File: src/design/dda_pkg.sv
`timescale 1ns / 1ps
// ---------------------------------------------------------------------------
// dda_pkg
// Shared types for the line rasterizer: sequencer state encoding.
// ---------------------------------------------------------------------------
package dda_pkg;

  typedef enum logic [1:0] {
    ST_IDLE,
    ST_DIVIDE,
    ST_EMIT
  } dda_state_t;

endpackage

File: src/design/dda_line_rasterizer_unit.sv
`timescale 1ns / 1ps
// ---------------------------------------------------------------------------
// dda_line_rasterizer_unit
// DDA line rasterizer: one line segment in, every pixel of the line out.
// ---------------------------------------------------------------------------
// Usage:
//   Input channel (in_valid/in_ready) takes one transaction per line: start
//   and end pixel coordinates. in_ready is high only while the unit is idle.
//   Output channel (out_valid/out_ready) returns one transaction per pixel,
//   from start to end inclusive; out_last_pixel marks the final pixel.
//   Per line: the accept cycle loads the deltas, then a restoring divider
//   computes the minor-axis slope one quotient bit per cycle, then the line
//   yields one pixel per cycle while out_ready is high. The unit works on
//   one line at a time.
//   Stall: when out_ready is low the current pixel is held on the output
//   ports and the position registers do not advance.
//   Reset (rst_n low, synchronous) returns the sequencer to idle and drops
//   any line in progress.
// ---------------------------------------------------------------------------
module dda_line_rasterizer_unit #(
  parameter int COORD_BITS = 6,
  parameter int FRAC_BITS  = 10
) (
  input  logic                  clk,
  input  logic                  rst_n,
  input  logic                  in_valid,
  output logic                  in_ready,
  input  logic [COORD_BITS-1:0] in_start_x,
  input  logic [COORD_BITS-1:0] in_start_y,
  input  logic [COORD_BITS-1:0] in_end_x,
  input  logic [COORD_BITS-1:0] in_end_y,
  output logic                  out_valid,
  input  logic                  out_ready,
  output logic [COORD_BITS-1:0] out_pixel_x,
  output logic [COORD_BITS-1:0] out_pixel_y,
  output logic                  out_last_pixel
);
  import dda_pkg::*;

  // Position is signed fixed point with headroom for the rounding add.
  localparam int POS_W = COORD_BITS + FRAC_BITS + 2;
  // Dividend: |d_minor| << FRAC_BITS plus n/2 for round to nearest.
  localparam int NUM_W = COORD_BITS + FRAC_BITS + 1;
  localparam int CNT_W = $clog2(NUM_W);
  localparam int MAG_W = FRAC_BITS + 1;

  localparam logic signed [POS_W-1:0] ONE_FIXED  = POS_W'(1) << FRAC_BITS;
  localparam logic signed [POS_W-1:0] HALF_FIXED = POS_W'(1) << (FRAC_BITS - 1);

  dda_state_t state_r, state_nxt;

  logic signed [POS_W-1:0] pos_x_r, pos_x_nxt;
  logic signed [POS_W-1:0] pos_y_r, pos_y_nxt;
  logic signed [POS_W-1:0] step_x_r, step_x_nxt;
  logic signed [POS_W-1:0] step_y_r, step_y_nxt;
  logic [COORD_BITS-1:0]   steps_left_r, steps_left_nxt;
  logic                    major_x_r, major_x_nxt;
  logic                    minor_neg_r, minor_neg_nxt;
  logic [NUM_W-1:0]        quot_r, quot_nxt;
  logic [COORD_BITS-1:0]   rem_r, rem_nxt;
  logic [CNT_W-1:0]        div_cnt_r, div_cnt_nxt;

  // Input deltas
  logic signed [COORD_BITS:0] dx, dy;
  logic [COORD_BITS-1:0]      adx, ady, n_in, adm;
  logic                       x_major, dmaj_neg, dmin_neg, dmaj_zero;
  logic signed [POS_W-1:0]    major_step;

  // Divider datapath
  logic [COORD_BITS:0]     trial;
  logic                    fits;
  logic [MAG_W-1:0]        mag;
  logic signed [POS_W-1:0] minor_step;

  // Pixel rounding
  logic signed [POS_W-1:0] rnd_x, rnd_y;

  always_comb begin
    dx = $signed({1'b0, in_end_x}) - $signed({1'b0, in_start_x});
    dy = $signed({1'b0, in_end_y}) - $signed({1'b0, in_start_y});
    adx = dx[COORD_BITS] ? COORD_BITS'(-dx) : dx[COORD_BITS-1:0];
    ady = dy[COORD_BITS] ? COORD_BITS'(-dy) : dy[COORD_BITS-1:0];
    // Tie goes to x as the major axis.
    x_major   = (adx >= ady);
    n_in      = x_major ? adx : ady;
    adm       = x_major ? ady : adx;
    dmaj_neg  = x_major ? dx[COORD_BITS] : dy[COORD_BITS];
    dmin_neg  = x_major ? dy[COORD_BITS] : dx[COORD_BITS];
    dmaj_zero = (n_in == '0);
    if (dmaj_zero) begin
      major_step = '0;
    end else if (dmaj_neg) begin
      major_step = -ONE_FIXED;
    end else begin
      major_step = ONE_FIXED;
    end
  end

  // Restoring division: shift in one dividend bit, subtract when it fits.
  // The magnitude takes the quotient bit decided in this cycle as its LSB.
  always_comb begin
    trial = {rem_r, quot_r[NUM_W-1]};
    fits  = (trial >= {1'b0, steps_left_r});
    mag   = {quot_r[MAG_W-2:0], fits};
    if (steps_left_r == '0) begin
      minor_step = '0;
    end else if (minor_neg_r) begin
      minor_step = -$signed(POS_W'(mag));
    end else begin
      minor_step = $signed(POS_W'(mag));
    end
  end

  // Round to nearest, ties up; clamp below zero.
  always_comb begin
    rnd_x = pos_x_r + HALF_FIXED;
    rnd_y = pos_y_r + HALF_FIXED;
    out_pixel_x = rnd_x[POS_W-1] ? '0 : rnd_x[FRAC_BITS +: COORD_BITS];
    out_pixel_y = rnd_y[POS_W-1] ? '0 : rnd_y[FRAC_BITS +: COORD_BITS];
  end

  assign in_ready       = (state_r == ST_IDLE);
  assign out_valid      = (state_r == ST_EMIT);
  assign out_last_pixel = (steps_left_r == '0);

  always_ff @(posedge clk) begin
    if (!rst_n) begin
      state_r <= ST_IDLE;
    end else begin
      state_r <= state_nxt;
    end
  end

  always_ff @(posedge clk) begin
    if (!rst_n) begin
      pos_x_r      <= '0;
      pos_y_r      <= '0;
      step_x_r     <= '0;
      step_y_r     <= '0;
      steps_left_r <= '0;
      major_x_r    <= 1'b0;
      minor_neg_r  <= 1'b0;
      quot_r       <= '0;
      rem_r        <= '0;
      div_cnt_r    <= '0;
    end else begin
      pos_x_r      <= pos_x_nxt;
      pos_y_r      <= pos_y_nxt;
      step_x_r     <= step_x_nxt;
      step_y_r     <= step_y_nxt;
      steps_left_r <= steps_left_nxt;
      major_x_r    <= major_x_nxt;
      minor_neg_r  <= minor_neg_nxt;
      quot_r       <= quot_nxt;
      rem_r        <= rem_nxt;
      div_cnt_r    <= div_cnt_nxt;
    end
  end

  always_comb begin
    state_nxt      = state_r;
    pos_x_nxt      = pos_x_r;
    pos_y_nxt      = pos_y_r;
    step_x_nxt     = step_x_r;
    step_y_nxt     = step_y_r;
    steps_left_nxt = steps_left_r;
    major_x_nxt    = major_x_r;
    minor_neg_nxt  = minor_neg_r;
    quot_nxt       = quot_r;
    rem_nxt        = rem_r;
    div_cnt_nxt    = div_cnt_r;
    case (state_r)
      ST_IDLE: begin
        if (in_valid) begin
          // Load the line: start position, major step, dividend.
          pos_x_nxt      = $signed({2'b00, in_start_x, FRAC_BITS'(0)});
          pos_y_nxt      = $signed({2'b00, in_start_y, FRAC_BITS'(0)});
          step_x_nxt     = x_major ? major_step : '0;
          step_y_nxt     = x_major ? '0 : major_step;
          steps_left_nxt = n_in;
          major_x_nxt    = x_major;
          minor_neg_nxt  = dmin_neg;
          quot_nxt       = {1'b0, adm, FRAC_BITS'(0)} + NUM_W'(n_in >> 1);
          rem_nxt        = '0;
          div_cnt_nxt    = CNT_W'(NUM_W - 1);
          state_nxt      = ST_DIVIDE;
        end
      end
      ST_DIVIDE: begin
        rem_nxt  = fits ? COORD_BITS'(trial - {1'b0, steps_left_r})
                        : trial[COORD_BITS-1:0];
        quot_nxt = {quot_r[NUM_W-2:0], fits};
        div_cnt_nxt = div_cnt_r - 1'b1;
        if (div_cnt_r == '0) begin
          // Quotient complete: commit the minor-axis step.
          if (major_x_r) begin
            step_y_nxt = minor_step;
          end else begin
            step_x_nxt = minor_step;
          end
          state_nxt = ST_EMIT;
        end
      end
      ST_EMIT: begin
        if (out_ready) begin
          if (steps_left_r == '0) begin
            state_nxt = ST_IDLE;
          end else begin
            pos_x_nxt      = pos_x_r + step_x_r;
            pos_y_nxt      = pos_y_r + step_y_r;
            steps_left_nxt = steps_left_r - 1'b1;
          end
        end
      end
      default: begin
        state_nxt = ST_IDLE;
      end
    endcase
  end

endmodule

File: config.mk
export PLATFORM = sky130hd
export DESIGN_NAME = dda_line_rasterizer_unit
export DESIGN_NICKNAME = d
export VERILOG_FILES = /design/src/design/dda_pkg.sv /design/src/design/dda_line_rasterizer_unit.sv
export SDC_FILE = /design/constraint.sdc
export NUM_CORES = 1
export LEC_CHECK = 0
export BUFFER_PORTS_ARGS = -buffer_cell sky130_fd_sc_hd__buf_4
export CORE_MARGIN = 2
export CORE_UTILIZATION = 33
export CTS_BUF_LIST = sky130_fd_sc_hd__clkbuf_2
export DETAILED_ROUTE_END_ITERATION = 12
export PLACE_DENSITY = 0.5
export RECOVER_POWER = 100
export SETUP_SLACK_MARGIN = 0.05
export SLEW_MARGIN = 20
export SYNTH_ARGS = -nofsm -noshare
export SYNTH_HDL_FRONTEND = slang
export SYNTH_SLANG_ARGS = --single-unit
File: constraint.sdc
create_clock -name clk -period 4.1 [get_ports clk]
set_input_delay 0.205 -clock clk [delete_from_list [all_inputs] [get_ports clk]]
set_output_delay 0.205 -clock clk [all_outputs]
set_load 0.02 [all_outputs]
==> reports/metrics.yaml <==
outcome: "finished, violations left"
violations: "capacitance limit, slew limit"
vias_per_cell: 5.26
crit_cells: 21
critPathKind: "input pin to register"
power.leakage_nw: 3.75
fin_util_pct: 38.8
grt_use_total_pct: 18.6
clk_pin_slew_ns: 0.30
ios: 43
max_stage_delay_ns: 0.58
die_x_um: 158
postSynthCellCount: 1005
ant_nets: 0
antenna_found_initial: 1
post_drt_wl_per_cell_um: 16.3
grt_max_degree: 46
overflow: 0
syn_area_per_cell_um2: 7.76
finalHoldViolCount: 0
grt_pass1_vias: 6906
rows: 56
place_area_um2: 8780
clock-sinks: 110
maxSlewViolCount: 20
multi_input_area_um2: 5310
drive_above_1_share_pct: 12.6
synth-edff-count: 0
fill_cells: 2489
crit_family: "buffers and inverters"
cts_root_buf: "clkbuf_2"
core-area_um2: 23300
drt-total-wl_um: 23000
place_inst: 1376
cap_viol_max_count: 1
synth_seq_cells: 110
nets: 1184
finalCritPeriodShare_pct: 95.2
start_util_pct: 33.4
grt_pass1_wl_um: 36500
async_reset_ff_share_pct: 0
endpoint_kind: "register"
rsz0062_at_grt: "no"
setup-violations-final: 0
vias: 7414
ys.flop_type: "dfxtp_1"
hold_depth: 7
crit_top_cell: "buf_4"
area_growth_syn_to_layout_pct: 16.0
tns_ns: 0
die_h_um: 158
cts_max_level: 3
drtIter0Drc: 466
clockBufferDepth: 2
layout_commonest_cell: "dfxtp_1"
vdd_drop_max_mv: 0.326
final_cell_count_no_fill: 1410
critPathArrivalTime_ns: 4.49
syn_area_um2: 7800
portBuffers: 42
dp_hpwl_um: 17600
start_kind: "input pin"
die_area_um2: 24900
cts_buffers: 9
fin_area_um2: 9050
rr_worst_depth: 7
ys_types: 74
register_area_um2: 2200
drt_pass1_iterations: 5
path_max_fanout: 6
worst-path-buf-inv: 6
tritoncts: "done"
slew-limit-headroom_pct: -60.4
fin_skew_ns: 0.0681
drc_errors: 0
gp_congestion: 0.812
max_slew.worst_pin.slew_ns: 2.38
hold_class: "input pin to register"
path_cells: "dlygate4sd3_1, buf_4, ha_2, fa_2, ha_4, nand2_1, a21o_1, and3_1, or2_2, inv_2, ha_1, a21o_1, a21oi_2, buf_4, o31ai_2, buf_4, nand3_1, a222oi_1, buf_4, or3_2, a31oi_1"
power.density_nw_per_um2: 501
clock_latency_ns: 0.66
synth_sequential_area_ratio_pct: 28.2
crit_required_ns: 4.69
period_needed_ns: 3.90
synth_warnings: 0
max_freq_ghz: 0.256
layout_common_cells: "dfxtp_1, nor2_1, nand2_1, a21oi_1, buf_4"
syn_nets: 1104
cp_slowest_cell: "fa_2"
## sequential cells by signal, summed over array words and instances, names as in the netlist
signal,count
rem_r,6
step_x_r,18
state_r,2
div_cnt_r,5
major_x_r,1
quot_r,17
pos_x_r,18
step_y_r,18
pos_y_r,18
steps_left_r,6
minor_neg_r,1
## worst register-to-register path: stages (launching register included)
cell	delay [ns]
dfxtp_1	0.84
clkbuf_1	0.51
nand3_1	0.17
a21oi_1	0.91
clkbuf_1	0.64
o21ai_0	0.20
a22oi_1	0.19
nor2_1	0.06
## stage by stage
stage | power [mW] | setup WS (ns) | hold slack (ns)
5_1_grt | 4.97 | 0.0271 | 0.355
6_report | 4.53 | 0.197 | 0.316
3_3_place_gp | 4.04 | -0.111 | 0.446
4_1_cts | 4.57 | 0.125 | 0.259
3_5_place_dp | 4.04 | -0.187 | 0.455
2_1_floorplan | 3.16 | 0.0620 | 0.423
## kinds of logic after synthesis
family	after synthesis	share of synthesized area [%]
simple gates	347	20.8
fa+ha+maj	71	11.9
xor+xnor	59	6.72
compound gates	308	26.1
mux	11	1.49
buf+inv	99	4.76
flops	110	28.2
## synthesized netlist by cell type (4+ instances only)
master / number / area, um2
a2111oi_0: 5 / 43.8
a211oi_1: 14 / 105
a21o_1: 19 / 143
a21oi_1: 94 / 470
a22oi_1: 22 / 165
a31oi_1: 6 / 37.5
and2_1: 7 / 43.8
and3_1: 10 / 62.6
buf_1: 4 / 15.0
clkbuf_1: 43 / 161
dfxtp_1: 110 / 2200
fa_1: 5 / 100
ha_1: 66 / 826
inv_1: 52 / 195
mux2_2: 5 / 56.3
mux2i_1: 6 / 60.1
nand2_1: 100 / 375
nand2b_1: 7 / 43.8
nand3_1: 48 / 240
nand3b_1: 6 / 45.0
nand4_1: 10 / 62.6
nor2_1: 106 / 398
nor2b_1: 5 / 31.3
nor3_1: 13 / 65.1
nor4_1: 4 / 25.0
o2111ai_1: 4 / 35.0
o211ai_1: 11 / 82.6
o21a_1: 11 / 82.6
o21ai_0: 52 / 260
o21bai_1: 5 / 37.5
o221ai_1: 23 / 201
o41ai_1: 4 / 35.0
or3_1: 9 / 56.3
xnor2_1: 36 / 315
xor2_1: 22 / 193
## layout make-up
class | count | share of cell area, %
Tap cell | 319 | 4.41
Timing Repair Buffer | 116 | 9.27
Clock buffer | 10 | 0.553
Inverter | 52 | 2.16
Clock inverter | 6 | 0.581
Sequential cell | 110 | 24.3
Multi-Input combinational cell | 796 | 58.7
Antenna cell | 1 | 0.0277
## repair_timing
| item | 4_1_cts | 5_1_grt |
|---|---|---|
| endpoints found under the hold margin | 37 | 0 |
| gates resized for setup | 0 | 23 |
| setup endpoints to repair | 0 | 16 |
| hold buffers | 15 | 0 |
| buffers inserted | 0 | 2 |
## power by group
group          total, mW  switching (mW)  internal (mW)
sequential          1.43           0.182           1.25
combinational       2.60            1.53           1.08
clock              0.496           0.402         0.0941
total               4.53            2.11           2.42
## routing by layer
layer	track usage, %	part of all wire (%)
met5	0	0
met4	5.45	1.6
met3	1.81	2.4
met2	30.9	47
met1	25.6	49
## worst paths after layout
kind                                    start              end  slack, ns
worst min register to register     pos_x_r[0]       pos_x_r[0]       0.48
worst min-delay path            in_start_y[0]       quot_r[10]       0.32
worst max-delay path            in_start_x[0]     step_y_r[10]       0.20
worst max register to register     state_r[1]  steps_left_r[2]       0.51
No activity file was read; power rests on OpenSTA's default activity.
